## config.mk

```make
export PLATFORM = sky130hd
export DESIGN_NAME = chunked_body_decoder_unit
export DESIGN_NICKNAME = d
export VERILOG_FILES = /design/src/hw/rtl/cbd_pkg.sv /design/src/hw/rtl/cbd_hdr_scan.sv /design/src/hw/rtl/chunked_body_decoder_unit.sv
export SDC_FILE = /design/constraint.sdc
export NUM_CORES = 1
export LEC_CHECK = 0
export ABC_AREA = 1
export BUFFER_PORTS_ARGS = -buffer_cell sky130_fd_sc_hd__buf_2
export CAP_MARGIN = 0
export CORE_ASPECT_RATIO = 1.5
export CORE_MARGIN = 2
export CORE_UTILIZATION = 62
export CTS_CLUSTER_DIAMETER = 200
export DETAILED_ROUTE_END_ITERATION = 7
export PLACE_DENSITY = 0.9
export SLEW_MARGIN = 20
export SYNTH_ARGS = -nofsm -noshare
export SYNTH_HDL_FRONTEND = slang
export SYNTH_HIERARCHICAL = 1
export SYNTH_SLANG_ARGS = --single-unit
export TNS_END_PERCENT = 1
```

## constraint.sdc

```tcl
create_clock -name i_clk -period 3.36 [get_ports i_clk]
set_clock_uncertainty 0.1 [all_clocks]
set_input_delay 0.336 -clock i_clk [delete_from_list [all_inputs] [get_ports i_clk]]
set_output_delay 0.336 -clock i_clk [all_outputs]
set_load 0.01 [all_outputs]
```

## src/hw/rtl/cbd_pkg.sv

```systemverilog
// Shared types, codes and character tables for the chunked body decoder.
package cbd_pkg;

    localparam logic [7:0] CHR_CR = 8'h0D;
    localparam logic [7:0] CHR_LF = 8'h0A;
    localparam logic [7:0] CHR_T  = 8'h54;

    localparam logic [4:0] TE_LEN = 5'd26;

    typedef enum logic [2:0] {
        PH_HEADER    = 3'd0,
        PH_SIZE      = 3'd1,
        PH_SIZE_TAIL = 3'd2,
        PH_SIZE_BAD  = 3'd3,
        PH_SIZE_LF   = 3'd4,
        PH_DATA      = 3'd5,
        PH_DATA_CRLF = 3'd6,
        PH_DONE      = 3'd7
    } t_phase;

    typedef enum logic [1:0] {
        K_PAYLOAD = 2'd0,
        K_END     = 2'd1,
        K_NOTCHNK = 2'd2,
        K_BADSIZE = 2'd3
    } t_kind;

    typedef struct packed {
        logic chunked;
        logic blank_done;
    } t_hdr_stat;

    // Characters of "Transfer-Encoding: chunked".
    function automatic logic [7:0] te_char(input logic [4:0] pos);
        logic [7:0] c;
        unique case (pos)
            5'd0:  c = 8'h54;
            5'd1:  c = 8'h72;
            5'd2:  c = 8'h61;
            5'd3:  c = 8'h6E;
            5'd4:  c = 8'h73;
            5'd5:  c = 8'h66;
            5'd6:  c = 8'h65;
            5'd7:  c = 8'h72;
            5'd8:  c = 8'h2D;
            5'd9:  c = 8'h45;
            5'd10: c = 8'h6E;
            5'd11: c = 8'h63;
            5'd12: c = 8'h6F;
            5'd13: c = 8'h64;
            5'd14: c = 8'h69;
            5'd15: c = 8'h6E;
            5'd16: c = 8'h67;
            5'd17: c = 8'h3A;
            5'd18: c = 8'h20;
            5'd19: c = 8'h63;
            5'd20: c = 8'h68;
            5'd21: c = 8'h75;
            5'd22: c = 8'h6E;
            5'd23: c = 8'h6B;
            5'd24: c = 8'h65;
            5'd25: c = 8'h64;
            default: c = 8'h00;
        endcase
        return c;
    endfunction

    // Bit 4 flags a hex digit, bits 3:0 hold its value.
    function automatic logic [4:0] hex_value(input logic [7:0] c);
        logic [4:0] r;
        if (c >= 8'h30 && c <= 8'h39) begin
            r = {1'b1, 4'(c - 8'h30)};
        end else if (c >= 8'h61 && c <= 8'h66) begin
            r = {1'b1, 4'(c - 8'h57)};
        end else if (c >= 8'h41 && c <= 8'h46) begin
            r = {1'b1, 4'(c - 8'h37)};
        end else begin
            r = 5'd0;
        end
        return r;
    endfunction

endpackage

```

## src/hw/rtl/cbd_hdr_scan.sv

```systemverilog
// Header scanner: chunked transfer text match and blank line detection.
module cbd_hdr_scan (
    input  logic                 i_clk,
    input  logic                 i_rst_n,
    input  logic                 i_step,
    input  logic [7:0]           i_byte,
    output cbd_pkg::t_hdr_stat   o_stat
);
    import cbd_pkg::*;

    logic [4:0] r_pos;
    logic [4:0] n_pos;
    logic       r_chunked;
    logic       n_chunked;
    logic [1:0] r_blank;
    logic [1:0] n_blank;
    logic       w_done;
    logic [7:0] w_blank_chr;

    assign w_blank_chr = r_blank[0] ? CHR_LF : CHR_CR;

    always_comb begin
        n_pos     = r_pos;
        n_chunked = r_chunked;
        if (!r_chunked) begin
            if (i_byte == te_char(r_pos)) begin
                n_pos = r_pos + 5'd1;
            end else begin
                n_pos = (i_byte == CHR_T) ? 5'd1 : 5'd0;
            end
            n_chunked = (n_pos == TE_LEN);
        end
    end

    always_comb begin
        w_done = 1'b0;
        if (i_byte == w_blank_chr) begin
            if (r_blank == 2'd3) begin
                w_done  = 1'b1;
                n_blank = 2'd0;
            end else begin
                n_blank = r_blank + 2'd1;
            end
        end else begin
            n_blank = (i_byte == CHR_CR) ? 2'd1 : 2'd0;
        end
    end

    assign o_stat.chunked    = n_chunked;
    assign o_stat.blank_done = w_done;

    always_ff @(posedge i_clk) begin
        if (!i_rst_n) begin
            r_pos     <= 5'd0;
            r_chunked <= 1'b0;
            r_blank   <= 2'd0;
        end else if (i_step) begin
            r_pos     <= n_pos;
            r_chunked <= n_chunked;
            r_blank   <= n_blank;
        end
    end

endmodule

```

## src/hw/rtl/chunked_body_decoder_unit.sv

```systemverilog
// Chunked body decoder top level: byte stream in, payload and status beats out.
//
// Input channel (s_axis): one received byte of the request per beat.
// Output channel (m_axis): zero or one beat per input byte. tuser carries the
// kind (payload, body complete, not chunked, bad chunk size), tdata the
// payload byte (zero for status beats), tlast marks the final beat (any
// status beat).
// The header is scanned for the chunked transfer text and the blank line;
// then size lines are parsed, data bytes passed and the CRLF after each chunk
// dropped. After a status beat every further byte is consumed silently.
// An accepted byte is registered in the input register, decoded from there
// and its result registered in the output register that drives m_axis.
// Throughput: one byte per cycle unless m_axis stalls; the decode state
// advances once per byte in a single stage between the input and output
// registers. Reset (synchronous, active low) returns to header scanning and
// empties both registers. When the receiver stalls, the pending result holds
// and the input register keeps one more byte; s_axis tready then drops.
module chunked_body_decoder_unit #(
    parameter int SIZE_BITS = 31
) (
    input  logic       i_clk,
    input  logic       i_rst_n,
    input  logic       i_s_axis_tvalid,
    output logic       o_s_axis_tready,
    input  logic [7:0] i_s_axis_tdata,   // [7:0] in_byte
    output logic       o_m_axis_tvalid,
    input  logic       i_m_axis_tready,
    output logic [7:0] o_m_axis_tdata,   // [7:0] out_byte
    output logic [1:0] o_m_axis_tuser,   // [1:0] kind
    output logic       o_m_axis_tlast
);
    import cbd_pkg::*;

    logic                 r_in_valid;
    logic [7:0]           r_in_byte;
    logic                 w_adv;

    t_phase               r_phase;
    t_phase               n_phase;
    logic [SIZE_BITS-1:0] r_size;
    logic [SIZE_BITS-1:0] n_size;
    logic                 r_hex;
    logic                 n_hex;
    logic [1:0]           r_skip;
    logic [1:0]           n_skip;
    logic [1:0]           w_skip_dec;

    logic                 w_emit;
    t_kind                w_kind;
    logic [7:0]           w_obyte;
    logic [4:0]           w_dig;
    logic                 w_ovf;
    logic                 w_cr;
    t_hdr_stat            w_hdr;

    logic                 r_out_valid;
    logic [7:0]           r_out_byte;
    t_kind                r_out_kind;
    logic                 r_out_last;

    assign w_adv           = r_in_valid && (!r_out_valid || i_m_axis_tready);
    assign o_s_axis_tready = !r_in_valid || w_adv;

    assign w_dig      = hex_value(r_in_byte);
    assign w_ovf      = (r_size[SIZE_BITS-1 -: 4] != 4'd0);
    assign w_cr       = (r_in_byte == CHR_CR);
    assign w_skip_dec = (r_skip != 2'd0) ? r_skip - 2'd1 : r_skip;

    cbd_hdr_scan u_hdr (
        .i_clk   (i_clk),
        .i_rst_n (i_rst_n),
        .i_step  (w_adv && (r_phase == PH_HEADER)),
        .i_byte  (r_in_byte),
        .o_stat  (w_hdr)
    );

    // next state
    always_comb begin
        n_phase = r_phase;
        n_size  = r_size;
        n_hex   = r_hex;
        n_skip  = r_skip;
        unique case (r_phase)
            PH_HEADER: begin
                if (w_hdr.blank_done) begin
                    if (!w_hdr.chunked) begin
                        n_phase = PH_DONE;
                    end else begin
                        n_phase = PH_SIZE;
                        n_size  = '0;
                        n_hex   = 1'b0;
                    end
                end
            end
            PH_SIZE, PH_SIZE_TAIL: begin
                if (w_cr) begin
                    if (!r_hex || r_size == '0) begin
                        n_phase = PH_DONE;
                    end else begin
                        n_phase = PH_SIZE_LF;
                    end
                end else if (r_phase == PH_SIZE) begin
                    if (!w_dig[4]) begin
                        n_phase = PH_SIZE_TAIL;
                    end else if (w_ovf) begin
                        n_phase = PH_SIZE_BAD;
                    end else begin
                        n_size = {r_size[SIZE_BITS-5:0], w_dig[3:0]};
                        n_hex  = 1'b1;
                    end
                end
            end
            PH_SIZE_BAD: begin
                if (w_cr) begin
                    n_phase = PH_DONE;
                end
            end
            PH_SIZE_LF: begin
                n_phase = PH_DATA;
            end
            PH_DATA: begin
                n_size = r_size - SIZE_BITS'(1);
                if (r_size == SIZE_BITS'(1)) begin
                    n_phase = PH_DATA_CRLF;
                    n_skip  = 2'd2;
                end
            end
            PH_DATA_CRLF: begin
                n_skip = w_skip_dec;
                if (w_skip_dec == 2'd0) begin
                    n_phase = PH_SIZE;
                    n_size  = '0;
                    n_hex   = 1'b0;
                end
            end
            PH_DONE: begin
                n_phase = r_phase;
            end
        endcase
    end

    // result
    always_comb begin
        w_emit  = 1'b0;
        w_kind  = K_PAYLOAD;
        w_obyte = 8'd0;
        unique case (r_phase)
            PH_HEADER: begin
                if (w_hdr.blank_done && !w_hdr.chunked) begin
                    w_emit = 1'b1;
                    w_kind = K_NOTCHNK;
                end
            end
            PH_SIZE, PH_SIZE_TAIL: begin
                if (w_cr) begin
                    if (!r_hex) begin
                        w_emit = 1'b1;
                        w_kind = K_BADSIZE;
                    end else if (r_size == '0) begin
                        w_emit = 1'b1;
                        w_kind = K_END;
                    end
                end
            end
            PH_SIZE_BAD: begin
                if (w_cr) begin
                    w_emit = 1'b1;
                    w_kind = K_BADSIZE;
                end
            end
            PH_DATA: begin
                w_emit  = 1'b1;
                w_obyte = r_in_byte;
            end
            PH_SIZE_LF, PH_DATA_CRLF, PH_DONE: begin
                w_emit = 1'b0;
            end
        endcase
    end

    always_ff @(posedge i_clk) begin
        if (!i_rst_n) begin
            r_in_valid <= 1'b0;
        end else if (o_s_axis_tready) begin
            r_in_valid <= i_s_axis_tvalid;
        end
    end

    always_ff @(posedge i_clk) begin
        if (o_s_axis_tready && i_s_axis_tvalid) begin
            r_in_byte <= i_s_axis_tdata;
        end
    end

    always_ff @(posedge i_clk) begin
        if (!i_rst_n) begin
            r_phase <= PH_HEADER;
            r_size  <= '0;
            r_hex   <= 1'b0;
            r_skip  <= 2'd0;
        end else if (w_adv) begin
            r_phase <= n_phase;
            r_size  <= n_size;
            r_hex   <= n_hex;
            r_skip  <= n_skip;
        end
    end

    always_ff @(posedge i_clk) begin
        if (!i_rst_n) begin
            r_out_valid <= 1'b0;
        end else if (w_adv) begin
            r_out_valid <= w_emit;
        end else if (i_m_axis_tready) begin
            r_out_valid <= 1'b0;
        end
    end

    always_ff @(posedge i_clk) begin
        if (w_adv && w_emit) begin
            r_out_byte <= w_obyte;
            r_out_kind <= w_kind;
            r_out_last <= (w_kind != K_PAYLOAD);
        end
    end

    assign o_m_axis_tvalid = r_out_valid;
    assign o_m_axis_tdata  = r_out_byte;
    assign o_m_axis_tuser  = r_out_kind;
    assign o_m_axis_tlast  = r_out_last;

    a_last_on_status: assert property (@(posedge i_clk) disable iff (!i_rst_n)
        r_out_valid |-> (r_out_last == (r_out_kind != K_PAYLOAD)))
        else $error("tlast does not match kind");

    a_status_zero_data: assert property (@(posedge i_clk) disable iff (!i_rst_n)
        (r_out_valid && r_out_kind != K_PAYLOAD) |-> (r_out_byte == 8'd0))
        else $error("status beat carries data");

    a_done_sticky: assert property (@(posedge i_clk) disable iff (!i_rst_n)
        (r_phase == PH_DONE) |=> (r_phase == PH_DONE))
        else $error("left done phase without reset");

    a_data_count: assert property (@(posedge i_clk) disable iff (!i_rst_n)
        (r_phase == PH_DATA) |-> (r_size != '0))
        else $error("data phase with zero bytes left");

    a_status_ends: assert property (@(posedge i_clk) disable iff (!i_rst_n)
        (w_adv && w_emit && w_kind != K_PAYLOAD) |=> (r_phase == PH_DONE))
        else $error("status beat without entering done");

endmodule

```

==> results.yml, run 1 <==
outcome:
  status: "complete, no violations"
cts:
  h-tree-depth: 3
  hold_buffers: 0
  cts_buffer_depth: 2
  clock_sinks: 73
  cts_tree: "yes"
  cts_setup_buffers: 0
  cts_resized: 0
  clock_tree.root_cell: "clkbuf_16"
  numCtsBuffers: 9
  clk_latency_ps: 350
  clk_pin_slew_ps: 60
setup_path:
  cp_data_required_time_ps: 3500
  crit_start: "r_in_byte[4]"
  crit_fanout: 25
  crit_path_frequent_cell: "nor2_1"
  r2r_start: "r_in_byte[4]"
  worst_path_max_delay_cell: "edfxtp_1"
  cpLargestDelayFamily: "simple AND/OR/NAND/NOR gates"
  critPathLaunchType: "flop"
  crit_type: "flop to flop"
  crit_buf_inv: 2
  crit_path_end_kind: "flop"
  worst_ep_arrival_time_ps: 3220
  slowest_delay_ps: 500
  cp_cell_sequence: "xnor2_1 > nand2_1 > nor2_4 > nand2_2 > nor2_4 > o2111ai_1 > nor2_1 > nor2_1 > inv_1 > o21ai_0 > nor2_1 > o21a_1 > nand2_4 > inv_4 > nand3_1 > and2_1"
layout:
  drive_gt1_share_pct: 11.8
  fillCellCount: 682
  nNetsFinal: 810
  diodes: 0
  areaGrowthSynthToFinish_pct: 9.34
yosys:
  synth_nets: 790
  yosys.area.top_type: "dfxtp_1"
  avgSynthCellArea_um2: 6.53
  synth_most_common_cell: "nand2_1"
  synth_area_mm2: 0.00498
  synth-seq-area-share_pct: 33.1
  syn_inst: 763
  synth_seq_cells: 73
  synthArstFlopShare_pct: 0
  yosys-top-cells-count: "nand2_1 (194), nor2_1 (145), inv_1 (83), dfxtp_1 (54), nand3_1 (47)"
  yosys_warnings: 6
  synthTopCellsByArea: "dfxtp_1 (22%), nand2_1 (15%), edfxtp_1 (11%)"
  synth-edff-count: 19
  synthDistinctLibCells: 48
  yosysTopAreaCellShare_pct: 21.7
  ys.flop_type: "dfxtp_1"
die:
  rows: 40
  die_y_um: 114
  initial_core_util_pct: 63.0
  core_mm2: 0.00791
  die_area_mm2: 0.00879
  dieWidth_um: 77.2
  io_pins: 25
sta:
  hold_violations: 0
  max_freq_mhz: 325
  rsz0062_at_grt: "no"
  setup_violations: 0
  period_share_pct: 91.5
  slew-limit-headroom_pct: 56.0
  finalHoldWorstSlack_ps: 67.0
  worst_slack_ps: 286
  maxSlewViolCount: 0
  period_minus_slack_ps: 3070
  tightest_slew_ps: 656
  setup_tns_ps: 0
drt:
  drc_errors: 0
  drt-total-wl_um: 12600
  wl_met1_um: 4800
  drt_iter0_markers: 546
  vias: 4993
  top_layer: "met4"
  wl_met2_um: 6630
  drt_pass1_iterations: 6
  viasPerCell: 5.59
  antenna_left: 0
  wl_per_cell_um: 14.1
  wl_met3_um: 688
grt:
  grt_use_total_pct: 29.4
  grt_pass1_wl_um: 20900
  antenna_found_initial: 0
  grt_start_max_net_pins: 26
  grt_overflow_total: 0
  grt_pass1_vias: 4795
power:
  ir_drop_uv: 385
  power.leakage_nw: 2.68
  p_per_area_mw_per_mm2: 387
job:
  maxCapViolations: 0
placement:
  port_buffers: 24
  place_ws_ps: 393
  hpwl_um: 9050
  place.gp.congestion: 0.871
min_path:
  hp-class: "primary input to flop"
  hp-start: "i_s_axis_tdata[7]"
metal layers:
metal	GRT usage, %	vias up
li1	-	2476
met1	30.9	2269
met2	54.4	201
met3	6.01	47
met4	16.0	0
met5	0	-
final timing paths:
path,slack [ps],cells after the start,end
hold reg to reg,380,2,u_hdr/r_blank[1]
setup reg to reg,290,16,r_size[18]
setup / recovery,290,16,r_size[18]
hold / removal,70,1,r_in_byte[7]
cell type report:
cell class                 count  area [um2]  area share (%)
timing repair buffer          28         150            2.75
multi-input combinational    579        2870            52.6
inverter                      92         353            6.47
clock inverter                 6        67.6            1.24
sequential                    73        1650            30.3
clock buffer                  10         229            4.20
tap                          105         131            2.41
through the flow:
stage	std cells	total power, mW	instance area [um2]	util [%]
after floorplan	763	1.11	4980	-
after global placement	877	1.14	5150	65.2
after detailed placement	877	1.15	5150	65.2
after CTS	893	2.11	5450	68.9
after global routing	893	2.18	5450	68.9
final	893	2.11	5450	68.9
sequential cells by signal, summed over array words and instances, names as in the netlist, 2 cells and up, named ones only:
name	cells
o_m_axis_tdata	8
r_size	31
r_in_byte	8
o_m_axis_tuser	2
u_hdr/r_pos	5
u_hdr/r_blank	2
r_skip	2
r_phase	3
cells by family after synthesis:
family	synth area share, %
buf+inv	9.34
simple gates	39.8
fa+ha+maj	3.77
compound gates	11.5
flops	33.1
xor+xnor	2.46
where the power goes:
| group | internal (mW) | switching (mW) |
|---|---|---|
| logic | 0.0655 | 0.126 |
| registers | 0.926 | 0.0215 |
| clock network | 0.578 | 0.394 |
| total | 1.57 | 0.542 |
cells in the final DEF (no fill, tap or decap), types with 3 or more instances in the layout:
master and n:
nand2_1 194, nor2_1 145, inv_1 83, dfxtp_1 54, nand3_1 47, o21ai_0 42
a21oi_1 31, buf_2 24, edfxtp_1 19, ha_1 15, nand4_1 13, nor2_4 11
nand2_2 10, nor3_1 9, xor2_1 9, clkbuf_16 9, o22ai_1 8, nor2_2 7
inv_2 6, xnor2_1 5, buf_4 4, o21ai_1 4, o21ai_2 3
(Power assumes the default switching activity.)
==> inputs of run 2 (changes only) <==
--- a/config.mk
+++ b/config.mk
@@ -8,12 +8,14 @@
 export ABC_AREA = 1
 export BUFFER_PORTS_ARGS = -buffer_cell sky130_fd_sc_hd__buf_2
 export CAP_MARGIN = 0
+export CELL_PAD_IN_SITES_DETAIL_PLACEMENT = 0
+export CELL_PAD_IN_SITES_GLOBAL_PLACEMENT = 1
 export CORE_ASPECT_RATIO = 1.5
 export CORE_MARGIN = 2
-export CORE_UTILIZATION = 62
+export CORE_UTILIZATION = 44
 export CTS_CLUSTER_DIAMETER = 200
 export DETAILED_ROUTE_END_ITERATION = 7
-export PLACE_DENSITY = 0.9
+export PLACE_DENSITY = 0.89
 export SLEW_MARGIN = 20
 export SYNTH_ARGS = -nofsm -noshare
 export SYNTH_HDL_FRONTEND = slang
==> run 2 against run 1 <==
  * Sequential share of layout area is 0.30 points lower
  * Worst setup slack better by 210 ps
  * First-iteration DRC count is 30% lower
  * Sequential cell count stayed put
  * Cell count is 4.6% higher
  * Fmax is 7.2% higher
  * Register-to-register slack better by 210 ps
  * Sequential power hardly changed
  * Routed wire length is 5.1% higher
  * Total power is 0.77% higher
  * Critical path type unchanged
  * Largest cell class unchanged
  * Largest power group unchanged
==> results.yml, run 2 (synthesis results as in run 1) <==
setup_path:
  reg2reg_depth: 16
  worst_ep_arrival_time_ps: 2980
  critPathLaunchType: "flop"
  crit_fanout: 36
  crit_type: "flop to flop"
  rrSetupSlack_ps: 490
  r2r_start: "r_in_byte[3]"
  r2r-end: "r_size[5]"
  crit_path_end_kind: "flop"
  cp_data_required_time_ps: 3480
die:
  die_y_um: 134
  initial_core_util_pct: 45.1
  dieWidth_um: 90.9
  die_area_mm2: 0.0122
  rows: 47
  io_pins: 25
  core_mm2: 0.0111
cts:
  cts_setup_buffers: 0
  clk_pin_slew_ps: 70
  clock_sinks: 73
  clock_tree.root_cell: "clkbuf_16"
  cts_buffer_depth: 2
  cts_tree: "yes"
  numCtsBuffers: 9
  hold_buffers: 0
  clk_latency_ps: 340
  h-tree-depth: 3
  cts_resized: 0
drt:
  drt_pass1_iterations: 5
  drc_errors: 0
  drt_iter0_markers: 381
  wl_met2_um: 7030
  wl_met1_um: 5260
  vias: 4923
  top_layer: "met4"
  wl_per_cell_um: 14.2
  antenna_left: 0
  wl_met3_um: 535
  drt-total-wl_um: 13300
  viasPerCell: 5.27
layout:
  regMostFlops: "r_size"
  fillCellCount: 1156
  fin_cells: 934
  largest_reg_flops: 31
  mostFrequentLayoutCells: "nand2_1 (194), nor2_1 (145), inv_1 (83)"
  areaGrowthSynthToFinish_pct: 10.4
  nNetsFinal: 809
  diodes: 0
  final_common_cell: "nand2_1"
  drive_gt1_share_pct: 11.8
  fin_util_pct: 49.8
power:
  power.leakage_nw: 2.68
  ir_drop_uv: 283
  p_total_mw: 2.13
  p_per_area_mw_per_mm2: 386
sta:
  maxSlewViolCount: 0
  setup_tns_ps: 0
  slew-limit-headroom_pct: 51.2
  period_minus_slack_ps: 2870
  rsz0062_at_grt: "no"
  tightest_slew_ps: 727
  worst_slack_ps: 493
  hold_violations: 0
  setup_violations: 0
  max_freq_mhz: 349
  period_share_pct: 85.3
grt:
  grt_pass1_vias: 4700
  grt_overflow_total: 0
  antenna_found_initial: 0
  grt_use_total_pct: 21.8
  grt_pass1_wl_um: 21600
  grt_start_max_net_pins: 37
min_path:
  hp-start: "i_s_axis_tdata[4]"
  holdPathStages: 1
  min_to: "r_in_byte[4]"
  hp-class: "primary input to flop"
placement:
  hpwl_um: 9520
  place_ws_ps: 542
  dp_cells: 918
  port_buffers: 24
  place.gp.congestion: 0.889
outcome:
  status: "complete, no violations"
job:
  maxCapViolations: 0
-- run 2: per-layer routing --
layer,GRT usage (%),vias to the layer above
li1,-,2472
met1,23.7,2256
met2,41.2,158
met3,3.09,37
met4,10.1,0
met5,0,-
-- run 2: how the worst max path moves through the flow --
stage,cells after the start,slack [ps],from,end
floorplan,19,810,r_in_byte[2],r_size[30]
global placement,16,620,r_in_byte[2],r_size[12]
detailed placement,16,540,r_in_byte[3],r_size[5]
CTS,16,520,r_in_byte[3],r_size[5]
global route,16,270,r_in_byte[3],r_size[6]
finish,16,490,r_in_byte[3],r_size[5]
-- run 2: final cells by class --
class	instances	area (um2)	share of cell area, %
clock buffers	9	225	4.09
well taps	147	184	3.34
inverters	92	353	6.41
multi-input cells	579	2870	52.1
repair buffers	27	143	2.59
flip-flops and latches	73	1650	30.0
clock inverters	7	81.3	1.48
-- run 2: metrics by stage --
step	instance area, um2	hold WS (ps)
6_report	5510	70.4
5_1_grt	5510	61.5
4_1_cts	5510	63.5
3_5_place_dp	5200	373
3_3_place_gp	5200	363
2_1_floorplan	4980	335
-- run 2: worst max-delay path, stage by stage (launching register included) --
cell and delay [ps]:
edfxtp_1 540, xnor2_1 230, nand2_2 80, nor2_4 150, nand2_2 100, nor2_4 130
o2111ai_1 120, nor2_1 110, nor2_1 70, inv_1 70, o21ai_0 80, nor2_1 140
o21a_1 210, nand2_4 70, buf_4 250, o21ai_0 220, nor2_1 50
-- run 2: power breakdown --
| part | switching (mW) | total [mW] | internal [mW] |
|---|---|---|---|
| Clock | 0.408 | 0.995 | 0.587 |
| Sequential | 0.0216 | 0.947 | 0.926 |
| Combinational | 0.120 | 0.185 | 0.0646 |
